File: config.mk
export PLATFORM = sky130hd
export DESIGN_NAME = midpoint_ellipse_stepper_flat
export DESIGN_NICKNAME = d
export VERILOG_FILES = /design/src/rtl/mes_pkg.sv /design/src/rtl/mes_if.sv /design/src/rtl/mes_ctrl.sv /design/src/rtl/mes_dp.sv /design/src/rtl/midpoint_ellipse_stepper.sv /design/src/flat_wrapper.sv
export VERILOG_INCLUDE_DIRS = /design/src /design/src/rtl
export SDC_FILE = /design/constraint.sdc
export NUM_CORES = 2
export LEC_CHECK = 0
export BUFFER_PORTS_ARGS = -buffer_cell sky130_fd_sc_hd__clkbuf_2
export CORE_MARGIN = 2
export CORE_UTILIZATION = 60
export DETAILED_ROUTE_END_ITERATION = 10
export PLACE_DENSITY = 0.79
export SLEW_MARGIN = 20
export SYNTH_ARGS = -nofsm -noshare
export SYNTH_HDL_FRONTEND = slang
export SYNTH_SLANG_ARGS = --single-unit
File: constraint.sdc
create_clock -name i_clk -period 9.3 [get_ports i_clk]
set_clock_uncertainty 0.05 [all_clocks]
set_input_delay 1.395 -clock i_clk [delete_from_list [all_inputs] [get_ports i_clk]]
set_output_delay 1.395 -clock i_clk [all_outputs]
set_load 0.05 [all_outputs]
File: src/rtl/assert_macros.svh
// Assertion macros shared by the midpoint ellipse stepper modules.
`ifndef ASSERT_MACROS_SVH
`define ASSERT_MACROS_SVH

// Same-cycle implication, checked on every rising clock edge outside reset.
`define MES_ASSERT_NOW(label, ante, cons, msg) \
    label: assert property (@(posedge i_clk) disable iff (!i_rst_n) (ante) |-> (cons)) \
        else $error(msg);

// Next-cycle implication, checked on every rising clock edge outside reset.
`define MES_ASSERT_NEXT(label, ante, cons, msg) \
    label: assert property (@(posedge i_clk) disable iff (!i_rst_n) (ante) |=> (cons)) \
        else $error(msg);

`endif

File: src/rtl/mes_pkg.sv
// Shared constants, operation codes and control types of the ellipse stepper.
package mes_pkg;

    localparam int CEN_W            = 10;
    localparam int RADIUS_BITS_DEF  = 10;
    localparam int COORD_BITS_DEF   = 12;

    localparam int OP_W = 4;
    typedef logic [OP_W-1:0] t_op;

    localparam t_op OP_NONE   = 4'd0;
    localparam t_op OP_LOAD   = 4'd1;
    localparam t_op OP_SQX    = 4'd2;
    localparam t_op OP_SQY    = 4'd3;
    localparam t_op OP_MT     = 4'd4;
    localparam t_op OP_INIT1  = 4'd5;
    localparam t_op OP_MA     = 4'd6;
    localparam t_op OP_MB     = 4'd7;
    localparam t_op OP_MC     = 4'd8;
    localparam t_op OP_MD     = 4'd9;
    localparam t_op OP_ME     = 4'd10;
    localparam t_op OP_MF     = 4'd11;
    localparam t_op OP_R2INIT = 4'd12;
    localparam t_op OP_STEP1  = 4'd13;
    localparam t_op OP_STEP2  = 4'd14;
    localparam t_op OP_NOACT  = 4'd15;

    typedef struct packed {
        t_op  op;
        logic emit;
    } t_cmd;

    typedef struct packed {
        logic active;
        logic region_two;
        logic px_lt_py;
        logic out_free;
    } t_sts;

endpackage

File: src/rtl/mes_if.sv
// Valid/ready channel interfaces for the input items and the result points.
interface mes_in_if
    import mes_pkg::*;
#(
    parameter int RADIUS_BITS = RADIUS_BITS_DEF
) ();
    logic                   valid;
    logic                   ready;
    logic                   func;
    logic [CEN_W-1:0]       center_x;
    logic [CEN_W-1:0]       center_y;
    logic [RADIUS_BITS-1:0] radius_x;
    logic [RADIUS_BITS-1:0] radius_y;

    modport source (output valid, func, center_x, center_y, radius_x, radius_y,
                    input ready);
    modport sink   (input valid, func, center_x, center_y, radius_x, radius_y,
                    output ready);
endinterface

interface mes_out_if
    import mes_pkg::*;
#(
    parameter int COORD_BITS = COORD_BITS_DEF
) ();
    logic                         valid;
    logic                         ready;
    logic signed [COORD_BITS-1:0] x_right;
    logic signed [COORD_BITS-1:0] x_left;
    logic signed [COORD_BITS-1:0] y_upper;
    logic signed [COORD_BITS-1:0] y_lower;
    logic                         last_point;
    logic                         status;

    modport source (output valid, x_right, x_left, y_upper, y_lower, last_point, status,
                    input ready);
    modport sink   (input valid, x_right, x_left, y_upper, y_lower, last_point, status,
                    output ready);
endinterface

File: src/rtl/mes_ctrl.sv
// Sequencing state machine of the ellipse stepper.
`include "assert_macros.svh"

module mes_ctrl
    import mes_pkg::*;
(
    input  logic i_clk,
    input  logic i_rst_n,
    input  logic i_valid,
    input  logic i_func,
    input  t_sts i_sts,
    output logic o_ready,
    output t_cmd o_cmd
);

    localparam logic [3:0] S_IDLE   = 4'd0;
    localparam logic [3:0] S_SQX    = 4'd1;
    localparam logic [3:0] S_SQY    = 4'd2;
    localparam logic [3:0] S_MT     = 4'd3;
    localparam logic [3:0] S_INIT1  = 4'd4;
    localparam logic [3:0] S_MA     = 4'd5;
    localparam logic [3:0] S_MB     = 4'd6;
    localparam logic [3:0] S_MC     = 4'd7;
    localparam logic [3:0] S_MD     = 4'd8;
    localparam logic [3:0] S_ME     = 4'd9;
    localparam logic [3:0] S_MF     = 4'd10;
    localparam logic [3:0] S_R2INIT = 4'd11;
    localparam logic [3:0] S_STEP1  = 4'd12;
    localparam logic [3:0] S_STEP2  = 4'd13;
    localparam logic [3:0] S_NOACT  = 4'd14;

    logic [3:0] r_state;
    logic [3:0] n_state;
    logic       w_accept;

    assign o_ready  = (r_state == S_IDLE);
    assign w_accept = i_valid && o_ready;

    always_comb begin
        n_state     = r_state;
        o_cmd.op    = OP_NONE;
        o_cmd.emit  = 1'b0;
        case (r_state)
            S_IDLE: begin
                if (w_accept) begin
                    if (!i_func) begin
                        o_cmd.op = OP_LOAD;
                        n_state  = S_SQX;
                    end else if (!i_sts.active) begin
                        n_state = S_NOACT;
                    end else if (i_sts.region_two) begin
                        n_state = S_STEP2;
                    end else if (i_sts.px_lt_py) begin
                        n_state = S_STEP1;
                    end else begin
                        n_state = S_MA;
                    end
                end
            end
            S_SQX: begin
                o_cmd.op = OP_SQX;
                n_state  = S_SQY;
            end
            S_SQY: begin
                o_cmd.op = OP_SQY;
                n_state  = S_MT;
            end
            S_MT: begin
                o_cmd.op = OP_MT;
                n_state  = S_INIT1;
            end
            S_MA: begin
                o_cmd.op = OP_MA;
                n_state  = S_MB;
            end
            S_MB: begin
                o_cmd.op = OP_MB;
                n_state  = S_MC;
            end
            S_MC: begin
                o_cmd.op = OP_MC;
                n_state  = S_MD;
            end
            S_MD: begin
                o_cmd.op = OP_MD;
                n_state  = S_ME;
            end
            S_ME: begin
                o_cmd.op = OP_ME;
                n_state  = S_MF;
            end
            S_MF: begin
                o_cmd.op = OP_MF;
                n_state  = S_R2INIT;
            end
            S_R2INIT: begin
                o_cmd.op = OP_R2INIT;
                n_state  = S_STEP2;
            end
            // The point-producing states hold until the output register can take a beat.
            S_INIT1: begin
                if (i_sts.out_free) begin
                    o_cmd.op   = OP_INIT1;
                    o_cmd.emit = 1'b1;
                    n_state    = S_IDLE;
                end
            end
            S_STEP1: begin
                if (i_sts.out_free) begin
                    o_cmd.op   = OP_STEP1;
                    o_cmd.emit = 1'b1;
                    n_state    = S_IDLE;
                end
            end
            S_STEP2: begin
                if (i_sts.out_free) begin
                    o_cmd.op   = OP_STEP2;
                    o_cmd.emit = 1'b1;
                    n_state    = S_IDLE;
                end
            end
            S_NOACT: begin
                if (i_sts.out_free) begin
                    o_cmd.op   = OP_NOACT;
                    o_cmd.emit = 1'b1;
                    n_state    = S_IDLE;
                end
            end
            default: begin
                n_state = S_IDLE;
            end
        endcase
    end

    always_ff @(posedge i_clk) begin
        if (!i_rst_n) begin
            r_state <= S_IDLE;
        end else begin
            r_state <= n_state;
        end
    end

    `MES_ASSERT_NOW(a_emit_needs_room, o_cmd.emit, i_sts.out_free, "point emitted into a full output register")
    `MES_ASSERT_NEXT(a_idle_next, w_accept && i_func && !i_sts.active, r_state == S_NOACT, "next beat without ellipse did not report idle")
    `MES_ASSERT_NEXT(a_switch_region, w_accept && i_func && i_sts.active && !i_sts.region_two && !i_sts.px_lt_py, r_state == S_MA, "region switch did not start the decision setup")

endmodule

File: src/rtl/mes_dp.sv
// Datapath of the ellipse stepper: shared multiplier, decision terms and output register.
`include "assert_macros.svh"

module mes_dp
    import mes_pkg::*;
#(
    parameter int RADIUS_BITS = RADIUS_BITS_DEF,
    parameter int COORD_BITS  = COORD_BITS_DEF
) (
    input  logic                   i_clk,
    input  logic                   i_rst_n,
    input  logic [CEN_W-1:0]       i_center_x,
    input  logic [CEN_W-1:0]       i_center_y,
    input  logic [RADIUS_BITS-1:0] i_radius_x,
    input  logic [RADIUS_BITS-1:0] i_radius_y,
    input  t_cmd                   i_cmd,
    output t_sts                   o_sts,
    mes_out_if.source              o_out
);

    localparam int OFFX_W = RADIUS_BITS + 1;
    localparam int OFFY_W = RADIUS_BITS;
    localparam int SQ_W   = 2 * RADIUS_BITS;
    localparam int MB_W   = RADIUS_BITS + 2;
    localparam int MA_W   = 3 * RADIUS_BITS + 2;
    localparam int PR_W   = MA_W + MB_W;
    localparam int TERM_W = (3 * RADIUS_BITS + 3 > 64) ? 64 : 3 * RADIUS_BITS + 3;
    localparam int DEC_W  = (4 * RADIUS_BITS + 8 > 64) ? 64 : 4 * RADIUS_BITS + 8;
    localparam int EXT_W  = COORD_BITS + OFFX_W + CEN_W;

    logic [CEN_W-1:0]       r_cen_x, r_cen_y, n_cen_x, n_cen_y;
    logic [RADIUS_BITS-1:0] r_rx, r_ry, n_rx, n_ry;
    logic [SQ_W-1:0]        r_rad_x_sq, r_rad_y_sq, n_rad_x_sq, n_rad_y_sq;
    logic [OFFX_W-1:0]      r_off_x, n_off_x;
    logic [OFFY_W-1:0]      r_off_y, n_off_y;
    logic [TERM_W-1:0]      r_px, r_py, n_px, n_py;
    logic [DEC_W-1:0]       r_dec, n_dec;
    logic [PR_W-1:0]        r_prod, n_prod;
    logic [DEC_W-1:0]       r_acc, n_acc;
    logic                   r_region_two, n_region_two;
    logic                   r_active, n_active;
    logic                   r_out_valid, n_out_valid;
    logic signed [COORD_BITS-1:0] r_x_right, r_x_left, r_y_upper, r_y_lower;
    logic signed [COORD_BITS-1:0] n_x_right, n_x_left, n_y_upper, n_y_lower;
    logic                   r_last, n_last;
    logic                   r_status, n_status;

    logic [MB_W-1:0]   w_hx;
    logic [OFFY_W-1:0] w_ym;
    logic [MA_W-1:0]   w_mul_a;
    logic [MB_W-1:0]   w_mul_b;
    logic [PR_W-1:0]   w_prod;
    logic [TERM_W-1:0] w_px_inc, w_py_dec;
    logic [DEC_W-1:0]  e_rxsq, e_rysq, e_prod, e_px_inc, e_py_dec;
    logic [DEC_W-1:0]  w_q1, w_q2, w_q, w_t, w_tn, w_round;

    // Half-step terms for the region two setup: 2x+1 and y-1.
    assign w_hx = {r_off_x, 1'b1};
    assign w_ym = OFFY_W'(r_off_y - 1'b1);

    always_comb begin
        w_mul_a = '0;
        w_mul_b = '0;
        case (i_cmd.op)
            OP_SQX: begin
                w_mul_a = MA_W'(r_rx);
                w_mul_b = MB_W'(r_rx);
            end
            OP_SQY: begin
                w_mul_a = MA_W'(r_ry);
                w_mul_b = MB_W'(r_ry);
            end
            OP_MT, OP_ME: begin
                w_mul_a = MA_W'(r_rad_x_sq);
                w_mul_b = MB_W'(r_ry);
            end
            OP_MA: begin
                w_mul_a = MA_W'(r_rad_y_sq);
                w_mul_b = w_hx;
            end
            OP_MB: begin
                w_mul_a = r_prod[MA_W-1:0];
                w_mul_b = w_hx;
            end
            OP_MC: begin
                w_mul_a = MA_W'(r_rad_x_sq);
                w_mul_b = MB_W'(w_ym);
            end
            OP_MD: begin
                w_mul_a = r_prod[MA_W-1:0];
                w_mul_b = MB_W'(w_ym);
            end
            OP_MF: begin
                w_mul_a = r_prod[MA_W-1:0];
                w_mul_b = MB_W'(r_ry);
            end
            default: begin
                w_mul_a = '0;
                w_mul_b = '0;
            end
        endcase
    end

    assign w_prod = w_mul_a * w_mul_b;

    assign w_px_inc = r_px + (TERM_W'(r_rad_y_sq) << 1);
    assign w_py_dec = r_py - (TERM_W'(r_rad_x_sq) << 1);
    assign e_rxsq   = DEC_W'(r_rad_x_sq);
    assign e_rysq   = DEC_W'(r_rad_y_sq);
    assign e_prod   = DEC_W'(r_prod);
    assign e_px_inc = DEC_W'(w_px_inc);
    assign e_py_dec = DEC_W'(w_py_dec);

    // Initial decisions in quarter units, then add one half and truncate toward zero.
    assign w_q1    = (e_rysq << 2) - (e_prod << 2) + e_rxsq;
    assign w_q2    = r_acc - (e_prod << 2);
    assign w_q     = (i_cmd.op == OP_INIT1) ? w_q1 : w_q2;
    assign w_t     = w_q + DEC_W'(2);
    assign w_tn    = -w_t;
    assign w_round = w_t[DEC_W-1] ? -(w_tn >> 2) : (w_t >> 2);

    always_comb begin
        n_cen_x      = r_cen_x;
        n_cen_y      = r_cen_y;
        n_rx         = r_rx;
        n_ry         = r_ry;
        n_rad_x_sq   = r_rad_x_sq;
        n_rad_y_sq   = r_rad_y_sq;
        n_off_x      = r_off_x;
        n_off_y      = r_off_y;
        n_px         = r_px;
        n_py         = r_py;
        n_dec        = r_dec;
        n_prod       = r_prod;
        n_acc        = r_acc;
        n_region_two = r_region_two;
        n_active     = r_active;
        n_out_valid  = r_out_valid && !o_out.ready;
        n_x_right    = r_x_right;
        n_x_left     = r_x_left;
        n_y_upper    = r_y_upper;
        n_y_lower    = r_y_lower;
        n_last       = r_last;
        n_status     = r_status;
        case (i_cmd.op)
            OP_LOAD: begin
                n_cen_x      = i_center_x;
                n_cen_y      = i_center_y;
                n_rx         = i_radius_x;
                n_ry         = i_radius_y;
                n_off_x      = '0;
                n_off_y      = i_radius_y;
                n_px         = '0;
                n_region_two = 1'b0;
            end
            OP_SQX: begin
                n_rad_x_sq = w_prod[SQ_W-1:0];
            end
            OP_SQY: begin
                n_rad_y_sq = w_prod[SQ_W-1:0];
            end
            OP_MT, OP_MA, OP_MB, OP_MD, OP_MF: begin
                n_prod = w_prod;
            end
            OP_MC: begin
                n_prod = w_prod;
                n_acc  = e_prod;
            end
            OP_ME: begin
                n_prod = w_prod;
                n_acc  = r_acc + (e_prod << 2);
            end
            OP_INIT1: begin
                n_py  = TERM_W'(r_prod) << 1;
                n_dec = w_round;
            end
            OP_R2INIT: begin
                n_dec        = w_round;
                n_region_two = 1'b1;
            end
            OP_STEP1: begin
                n_off_x = OFFX_W'(r_off_x + 1'b1);
                n_px    = w_px_inc;
                if (r_dec[DEC_W-1]) begin
                    n_dec = r_dec + e_rysq + e_px_inc;
                end else begin
                    n_off_y = OFFY_W'(r_off_y - 1'b1);
                    n_py    = w_py_dec;
                    n_dec   = r_dec + e_rysq + e_px_inc - e_py_dec;
                end
            end
            OP_STEP2: begin
                n_off_y = OFFY_W'(r_off_y - 1'b1);
                n_py    = w_py_dec;
                if (!r_dec[DEC_W-1] && (r_dec != '0)) begin
                    n_dec = r_dec + e_rxsq - e_py_dec;
                end else begin
                    n_off_x = OFFX_W'(r_off_x + 1'b1);
                    n_px    = w_px_inc;
                    n_dec   = r_dec + e_rxsq - e_py_dec + e_px_inc;
                end
            end
            default: begin
                n_prod = r_prod;
            end
        endcase
        if (i_cmd.emit) begin
            n_out_valid = 1'b1;
            if (i_cmd.op == OP_NOACT) begin
                n_x_right = '0;
                n_x_left  = '0;
                n_y_upper = '0;
                n_y_lower = '0;
                n_last    = 1'b0;
                n_status  = 1'b1;
            end else begin
                n_x_right = COORD_BITS'(EXT_W'(r_cen_x) + EXT_W'(n_off_x));
                n_x_left  = COORD_BITS'(EXT_W'(r_cen_x) - EXT_W'(n_off_x));
                n_y_upper = COORD_BITS'(EXT_W'(r_cen_y) + EXT_W'(n_off_y));
                n_y_lower = COORD_BITS'(EXT_W'(r_cen_y) - EXT_W'(n_off_y));
                n_last    = (n_off_y == '0);
                n_status  = 1'b0;
                // The point with y offset zero closes the ellipse.
                n_active  = (n_off_y != '0);
            end
        end
    end

    always_ff @(posedge i_clk) begin
        if (!i_rst_n) begin
            r_region_two <= 1'b0;
            r_active     <= 1'b0;
            r_out_valid  <= 1'b0;
        end else begin
            r_region_two <= n_region_two;
            r_active     <= n_active;
            r_out_valid  <= n_out_valid;
        end
    end

    always_ff @(posedge i_clk) begin
        r_cen_x    <= n_cen_x;
        r_cen_y    <= n_cen_y;
        r_rx       <= n_rx;
        r_ry       <= n_ry;
        r_rad_x_sq <= n_rad_x_sq;
        r_rad_y_sq <= n_rad_y_sq;
        r_off_x    <= n_off_x;
        r_off_y    <= n_off_y;
        r_px       <= n_px;
        r_py       <= n_py;
        r_dec      <= n_dec;
        r_prod     <= n_prod;
        r_acc      <= n_acc;
        r_x_right  <= n_x_right;
        r_x_left   <= n_x_left;
        r_y_upper  <= n_y_upper;
        r_y_lower  <= n_y_lower;
        r_last     <= n_last;
        r_status   <= n_status;
    end

    assign o_sts.active     = r_active;
    assign o_sts.region_two = r_region_two;
    assign o_sts.px_lt_py   = (r_px < r_py);
    assign o_sts.out_free   = !r_out_valid || o_out.ready;

    assign o_out.valid      = r_out_valid;
    assign o_out.x_right    = r_x_right;
    assign o_out.x_left     = r_x_left;
    assign o_out.y_upper    = r_y_upper;
    assign o_out.y_lower    = r_y_lower;
    assign o_out.last_point = r_last;
    assign o_out.status     = r_status;

    `MES_ASSERT_NOW(a_step_has_y, (i_cmd.op == OP_STEP1) || (i_cmd.op == OP_STEP2), r_off_y != '0, "step taken on an ellipse whose y offset is already zero")
    `MES_ASSERT_NOW(a_last_ends_ellipse, r_out_valid && r_last && !r_status, !r_active, "ellipse still active while its last point waits")

endmodule

File: src/rtl/midpoint_ellipse_stepper.sv
// Top level of the midpoint ellipse stepper.
//
// A start beat (func 0) loads a center and two semi-axes and returns the first point
// (x offset 0, y offset Ry); each next beat (func 1) returns the following point of
// the midpoint ellipse, mirrored to four quadrants, and the point with y offset zero
// is flagged last. A next beat with no ellipse running returns status 1. Every input
// beat gives exactly one result beat. Items are handled one at a time: a plain step
// is accepted, then updates; a start runs load, SQX, SQY, MT and INIT1, and the step
// that enters region two runs MA to MF and R2INIT before STEP2, since the single
// shared multiplier forms the squared radii and the initial decision terms one product
// per cycle. A finished point sits in an output register, so the next beat is accepted
// while it waits; the following point is held back only until that register is taken.
module midpoint_ellipse_stepper
    import mes_pkg::*;
#(
    parameter int RADIUS_BITS = RADIUS_BITS_DEF,
    parameter int COORD_BITS  = COORD_BITS_DEF
) (
    input  logic      i_clk,
    input  logic      i_rst_n,
    mes_in_if.sink    i_in,
    mes_out_if.source o_out
);

    t_cmd w_cmd;
    t_sts w_sts;
    logic w_ready;

    assign i_in.ready = w_ready;

    mes_ctrl u_ctrl (
        .i_clk   (i_clk),
        .i_rst_n (i_rst_n),
        .i_valid (i_in.valid),
        .i_func  (i_in.func),
        .i_sts   (w_sts),
        .o_ready (w_ready),
        .o_cmd   (w_cmd)
    );

    mes_dp #(
        .RADIUS_BITS (RADIUS_BITS),
        .COORD_BITS  (COORD_BITS)
    ) u_dp (
        .i_clk      (i_clk),
        .i_rst_n    (i_rst_n),
        .i_center_x (i_in.center_x),
        .i_center_y (i_in.center_y),
        .i_radius_x (i_in.radius_x),
        .i_radius_y (i_in.radius_y),
        .i_cmd      (w_cmd),
        .o_sts      (w_sts),
        .o_out      (o_out)
    );

endmodule
File: src/flat_wrapper.sv
// flat-port wrapper written by rule: the top's interface ports become plain ports
module midpoint_ellipse_stepper_flat import mes_pkg::*;
#(
    parameter int RADIUS_BITS = RADIUS_BITS_DEF,
    parameter int COORD_BITS  = COORD_BITS_DEF
)
  (i_clk, i_rst_n, i_in_valid, i_in_func, i_in_center_x, i_in_center_y, i_in_radius_x, i_in_radius_y, i_in_ready, o_out_valid, o_out_x_right, o_out_x_left, o_out_y_upper, o_out_y_lower, o_out_last_point, o_out_status, o_out_ready);
  mes_in_if #(.RADIUS_BITS(RADIUS_BITS)) i_in_i ();
  mes_out_if #(.COORD_BITS(COORD_BITS)) o_out_i ();
  input  logic i_clk;
  input  logic i_rst_n;
  input wire logic [$bits(i_in_i.valid)-1:0] i_in_valid;
  input wire logic [$bits(i_in_i.func)-1:0] i_in_func;
  input wire logic [$bits(i_in_i.center_x)-1:0] i_in_center_x;
  input wire logic [$bits(i_in_i.center_y)-1:0] i_in_center_y;
  input wire logic [$bits(i_in_i.radius_x)-1:0] i_in_radius_x;
  input wire logic [$bits(i_in_i.radius_y)-1:0] i_in_radius_y;
  output wire logic [$bits(i_in_i.ready)-1:0] i_in_ready;
  output wire logic [$bits(o_out_i.valid)-1:0] o_out_valid;
  output wire logic [$bits(o_out_i.x_right)-1:0] o_out_x_right;
  output wire logic [$bits(o_out_i.x_left)-1:0] o_out_x_left;
  output wire logic [$bits(o_out_i.y_upper)-1:0] o_out_y_upper;
  output wire logic [$bits(o_out_i.y_lower)-1:0] o_out_y_lower;
  output wire logic [$bits(o_out_i.last_point)-1:0] o_out_last_point;
  output wire logic [$bits(o_out_i.status)-1:0] o_out_status;
  input wire logic [$bits(o_out_i.ready)-1:0] o_out_ready;
  assign i_in_i.valid = i_in_valid;
  assign i_in_i.func = i_in_func;
  assign i_in_i.center_x = i_in_center_x;
  assign i_in_i.center_y = i_in_center_y;
  assign i_in_i.radius_x = i_in_radius_x;
  assign i_in_i.radius_y = i_in_radius_y;
  assign i_in_ready = i_in_i.ready;
  assign o_out_valid = o_out_i.valid;
  assign o_out_x_right = o_out_i.x_right;
  assign o_out_x_left = o_out_i.x_left;
  assign o_out_y_upper = o_out_i.y_upper;
  assign o_out_y_lower = o_out_i.y_lower;
  assign o_out_last_point = o_out_i.last_point;
  assign o_out_status = o_out_i.status;
  assign o_out_i.ready = o_out_ready;
  midpoint_ellipse_stepper #(.RADIUS_BITS(RADIUS_BITS), .COORD_BITS(COORD_BITS)) u_core (.i_clk(i_clk), .i_rst_n(i_rst_n), .i_in(i_in_i), .o_out(o_out_i));
endmodule
## Yosys cells after proc, flatten, opt, wreduce, memory -nomap -nowiden

Index checks and enable logic that the tools add are counted.
W data, S select, Z words.

| storage, ports and cells | value |
|---|---|
| register bits after elaboration | 364 |
| bits of input ports | 45 |
| output and inout bits | 52 |
| word-level logic and storage cells | 142 |

| cells by class | value |
|---|---|
| $add $sub $neg | 21 |
| multiply operators | 1 |
| order comparisons | 1 |
| eq/ne operators | 33 |
| muxes and demuxes | 34 |
| bitwise gates (word level) | 1 |
| reduce and logical (&&, ||, !) cells | 28 |

Operators by type and width:

| cell | number |
|---|---|
| $pmux W33 S3 | 2 |
| $mux W48 | 4 |
| $pmux W32 S5 | 1 |
| $pmux W48 S3 | 1 |
| $add A48 B20 Y48 | 2 |
| $add A48 B33 Y48 | 2 |
| $pmux W48 S2 | 1 |
| $sub A48 B33 Y48 | 2 |
| $mux W33 | 2 |
| $eq A4 B4 Y1 const B | 15 |
| $pmux W4 S15 | 1 |
| $add A47 B21 Y48 | 1 |
| $add A48 B2 Y48 const B | 1 |
| $add A48 B46 Y48 | 1 |
| $neg A46 Y48 | 1 |
| $neg A48 Y48 | 1 |
| $pmux W12 S4 | 1 |
| $pmux W4 S12 | 1 |
| $reduce_bool A48 Y1 | 1 |
| $sub A48 B46 Y48 | 1 |
| $sub A22 B46 Y47 | 1 |
| $mul A32 B12 Y44 | 1 |
| $add A33 B21 Y33 | 1 |
| $lt A33 B33 Y1 | 1 |
| 35 further kinds | 73 |

## Logic depth before layout (Yosys ltp)

| depth | value |
|---|---|
| word-level depth | 11 |
| mapped depth | 45 |
| depth with buffers taken out | 45 |

## Hierarchy

Synthesis repeated with hierarchy kept, for this count alone.

| second synthesis, totals | value |
|---|---|
| cells, all modules | 6374 |
| area total of the unflattened synthesis | 53193.5 um2 |

By module, submodules not included:

| module | times used | cells an instance | area each (um2) | sequential area each (um2) |
|---|---|---|---|---|
| mes_dp | 1 | 6312 | 52739.3 | 10390.0 |
| mes_ctrl | 1 | 62 | 454.2 | 80.1 |

## Worst setup path before layout

Ideal clock, no wire load.

| timing path | value |
|---|---|
| path kind | flip-flop to flip-flop |
| from | register u_core.u_ctrl.r_state[0] |
| to | register u_core.u_dp.r_prod[42] (data pin) |
| setup time | 258 ps |
| data arrival time | 8750 ps |
| data required time | 8992 ps |
| setup slack | 243 ps |
| cell stages (with the launch flop) | 36 |
| buffers on the path | 3 |
| period minus slack after synthesis | 9057 ps |
| cells stage by stage | dfxtp_1 clkbuf_1 nand2_1 nor3_1 clkbuf_1 clkbuf_1 a222oi_1 nand3_1 nand2_1 fa_1 fa_1 inv_1 ha_1 fa_1 inv_1 fa_1 inv_1 ha_1 a21boi_0 o21ai_0 a21boi_0 o21ai_0 a21boi_0 o21ai_0 nand2b_1 a21o_1 a21o_1 a211o_1 nand2_1 o21ai_0 o41a_1 a41o_1 o41ai_1 o2111ai_1 a21oi_1 xnor2_1 |

| on the way | value |
|---|---|
| longest elaborated chain between the ends | 8 |
| elaborated cells between the ends (all ways) | 35 |
| classes of those cells | 1 x mul; 23 x eq/ne; 4 x mux; 7 x reduce/logical |

Ends and longest elaborated chain:

| item | RTL line | source |
|---|---|---|
| start: declaration | mes_ctrl.sv:32 | `logic [3:0] r_state;` |
| start signal: assignment | mes_ctrl.sv:139 | `r_state <= n_state;` |
| $logic_not A4 Y1 | mes_ctrl.sv:36, mes_ctrl.sv:43 |  |
| $logic_and A1 B1 Y1 | mes_ctrl.sv:37 | `assign w_accept = i_valid && o_ready;` |
| $mux W1 | mes_ctrl.sv:45 | `if (w_accept) begin` |
| $pmux W4 S15 (*) | mes_ctrl.sv:43 | `case (r_state)` |
| $eq A4 B4 Y1, or another cell as far along | mes_dp.sv:64 | `case (i_cmd.op)` |
| $reduce_or A4 Y1 (no source line), or another cell as far along | - |  |
| $pmux W12 S4 / $pmux W32 S5 (equally long branches) | mes_dp.sv:64 |  |
| $mul A32 B12 Y44 (*) | mes_dp.sv:104 | `assign w_prod = w_mul_a * w_mul_b;` |
| net u_core.u_dp.w_prod[42] | mes_dp.sv:52 | `logic [PR_W-1:0] w_prod;` |
| end signal: assignment | mes_dp.sv:253 | `r_prod <= n_prod;` |
| end: declaration | mes_dp.sv:38 | `logic [PR_W-1:0] r_prod, n_prod;` |

Mark *: on every way through the listed nets, which the timed path passes. The rest lies on a longest branch.
A chain may end at the register's enable or synchronous reset.

## Worst setup path in the final report

| timing path | value |
|---|---|
| from | register u_core.u_dp.r_off_y[2] |
| to | register u_core.u_dp.r_prod[42] (data pin) |

| on the way | value |
|---|---|
| longest elaborated chain between the ends | 3 |

Ends and longest elaborated chain:

| item | RTL line | source |
|---|---|---|
| start: declaration | mes_dp.sv:35 | `logic [OFFY_W-1:0] r_off_y, n_off_y;` |
| start signal: assignment | mes_dp.sv:249 | `r_off_y <= n_off_y;` |
| $sub A10 B1 Y10 | mes_dp.sv:59 | `assign w_ym = OFFY_W'(r_off_y - 1'b1);` |
| $pmux W12 S4 | mes_dp.sv:64 |  |
| $mul A32 B12 Y44 | mes_dp.sv:104 |  |
| net u_core.u_dp.w_prod[42] | mes_dp.sv:52 |  |

The timed path passes the listed nets, and every way through them passes these cells.

==> flow_summary_export.csv <==
group,metric,value,unit
timing,setup_viol,0,
route,first_pass_iters,7,
die,initial_core_util,60.58,%
synthesis,ys_types,114,
cells_and_area,area_growth,7.854,%
synthesis,synthMuxAreaShare,0.7560,%
setup_path,cp_slowest_cell,"fa_1",
timing,fmax,111.6,MHz
synthesis,synthCells,6340,
synthesis,synthXorXnorAreaFrac,8.974,%
cells_and_area,final_cell_area,56770,sq um
setup_path,cp-end-kind,"register",
synthesis,synth_edf_count,330,
cts,clockRootBuffer,"clkbuf_16",
synthesis,seq_area_frac_synth,19.89,%
setup_path,worstPathArrival,9240,ps
placed_design,place_congestion,0.9739,
die,coreArea,86890,sq um
cts,numCtsBuffers,45,
synthesis,syn_avg_cell_area,8.302,sq um
cts,clkSinkCount,358,
global_route,grt_max_degree,83,
timing,worstMarginPinSlew,1094,ps
placed_design,dp_cells,7502,
setup_path,crit_top_cell,"fa_1",
worst_hold_path,hold_path_depth,1,
cts,cts_hold_buf,0,
route,post_drt_wl_per_cell,20.26,um
setup_path,critPathRequiredTime,9580,ps
route,ant_nets,0,
synthesis,synth-compound-area-share,18.45,%
setup_path,setup.worst_path.class,"reg2reg",
cells_and_area,layout_common_cells,"nand2_1 (769), inv_1 (724), ha_1 (512)",
die,fp.dieArea,90110,sq um
global_route,antenna_found_initial,4,
cells_and_area,final_util,65.33,%
route,dr.first_iter.drc_count,4967,
placed_design,dpl-instance-area,54820,sq um
global_route,grt.met3_usage,5.896,%
cells_and_area,layout_commonest_cell,"nand2_1",
cells_and_area,layout-drive-gt1-share,7.627,%
setup_path,cp.depth,31,
synthesis,synth_flop_cell,"edfxtp_1",
timing,hold_violations,0,
timing,final_max_slew_viol_count,0,
synthesis,synth_fa_ha_area_share,25.57,%
outcome,outcome,"finished clean",
setup_path,crit_fanout,6,
die,rows,108,
setup_path,path_buf_inv,4,
global_route,grt_pass1_wl,242.5,mm
setup_path,start_kind,"register",
global_route,grt.overflow.total,0,
timing,fin_crit_sh,96.34,%
worst_hold_path,hp-class,"reg2reg",
cells_and_area,num-nets-final,7311,
run,drv_cap,0,
setup_path,cp_top_family,"adder cells",
placed_design,dp_hpwl,123.6,mm
setup_path,slowest_delay,560,ps
route,routed_wl,153.9,mm
synthesis,synth_top_family_by_area,"adder cells",
global_route,grt_busiest_layer,"met2",
global_route,grt_pass1_vias,45451,
global_route,grt_use_met1,48.75,%
die,die_x,300.2,um
synthesis,syn_area,52630,sq um
synthesis,synth_simple_gate_area_share,19.45,%
route,vias,47174,
synthesis,syn_nets,7250,
setup_path,ff2ff_path_depth,31,
cts,htree_num_levels,2,
cts,insertion_delay,630,ps
synthesis,yosysWarnings,0,
cells_and_area,final_cells,7594,
route,vias_per_cell,6.212,
cts,clk_pin_slew,60,ps
die,ios,97,
synthesis,ys_async_sr_fraction,0,%
timing,max_slew_margin,26.42,%
die,die_h,300.2,um
cts,clockBufferDepth,3,
global_route,grt_usage,33.59,%
timing,fin_crit,8960,ps
placed_design,io_buffers,95,
synthesis,ys_ff_latch,358,
cts,cts_tree,"yes",
route,route.detailed.drc,0,
global_route,grtUsageMet2,51.44,%
stage by stage:
stage | hold slack, ps | TNS [ps] | setup WS (ps)
after detailed placement | 518.1 | 0 | 16.67
after global placement | 500.8 | 0 | 223.4
after floorplan | 462.4 | 0 | 242.7
final | 551.3 | 0 | 340.0
after CTS | 534.2 | 0 | 19.98
after global routing | 575.0 | -75.14 | -25.82
path summary, 6_finish.rpt:
path	startpoint	to	slack [ps]
worst min register to register	u_core.u_dp.r_active	u_core.u_dp.r_active	550
worst max register to register	u_core.u_dp.r_off_y[2]	u_core.u_dp.r_prod[42]	340
worst max-delay path	u_core.u_dp.r_off_y[2]	u_core.u_dp.r_prod[42]	340
worst min-delay path	u_core.u_dp.r_active	u_core.u_dp.r_active	550
state kept, by name (all words and copies together), names as in the netlist:
register / flops
u_core.u_dp.r_rx: 10
u_core.u_dp.o_out.y_lower: 10
u_core.u_dp.r_dec: 48
u_core.u_dp.r_prod: 44
u_core.u_dp.r_py: 32
u_core.u_dp.r_off_y: 10
u_core.u_dp.r_active: 1
u_core.u_dp.o_out.x_left: 11
u_core.u_dp.o_out.status: 1
u_core.u_dp.r_rad_y_sq: 20
u_core.u_dp.r_px: 32
u_core.u_dp.o_out.valid: 1
u_core.u_dp.o_out.y_upper: 11
u_core.u_ctrl.r_state: 4
u_core.u_dp.r_rad_x_sq: 20
u_core.u_dp.r_cen_x: 10
u_core.u_dp.o_out.last_point: 1
u_core.u_dp.r_acc: 48
u_core.u_dp.r_cen_y: 10
u_core.u_dp.r_off_x: 11
u_core.u_dp.r_ry: 10
u_core.u_dp.r_region_two: 1
u_core.u_dp.o_out.x_right: 12
kinds of logic after synthesis:
kind of cell / count (synthesis)
buffers and inverters: 953
xor gates and xnor gates: 535
other: 1
and+or+nand+nor: 2116
AOI/OAI and AO/OA: 1473
DFF: 358
muxes: 39
adders and majority gates: 865
timing repair:
action / in CTS / in global routing
gates cloned: 0 / 0
pin swaps: 0 / 14
gates resized for setup: 1 / 88
setup buffers: 0 / 7
setup endpoints to repair: 1 / 25
synth_stat cells, drive strengths merged (17+ instances only):
library cell,instances,area (sq um)
a211o,24,210.2
inv,727,2729
nor3b,19,142.6
fa,351,7027
a211oi,47,382.9
clkbuf,182,683.2
o31ai,37,301.5
or4,19,150.1
a22oi,31,232.7
a31oi,43,275.3
dfxtp,28,560.5
nand2b,75,469.2
o211ai,50,390.4
a21o,146,1096
a21oi,380,1902
o21ai,342,1715
a21boi,17,127.6
buf,43,214.0
nor4,52,450.4
nand3,139,710.7
xor2,141,1250
nor2,456,1719
nand2,771,2894
or3,42,267.8
o22ai,18,112.6
o21bai,77,578.1
and3,62,387.9
nor3,148,777.0
mux2i,33,330.3
nand4,71,444.2
or2,24,150.2
xnor2,393,3450
a2111oi,17,171.4
o21a,42,315.3
a221o,17,170.2
ha,514,6431
nor2b,60,375.4
and2,121,757.0
edfxtp,330,9910
layout make-up:
cell class                 instances  area, sq um
sequential                       358        10480
tap                             1155         1445
timing repair buffer             239         1579
clock buffer                      59         1199
multi-input combinational       5029        39000
antenna                            1        2.502
fill                            7241        30120
clock inverter                    25        329.1
inverter                         728         2733
metal layers:
metal  routed length, um  vias to the layer above
li1                    -                    22154
met1               66150                    22628
met2               66550                     2112
met3               16650                      278
met4                4517                        2
met5                  13                        -
Power is left out: the tool's default activity adds up to more than one toggle a clock period on the data nets, which glitch-free logic cannot reach.
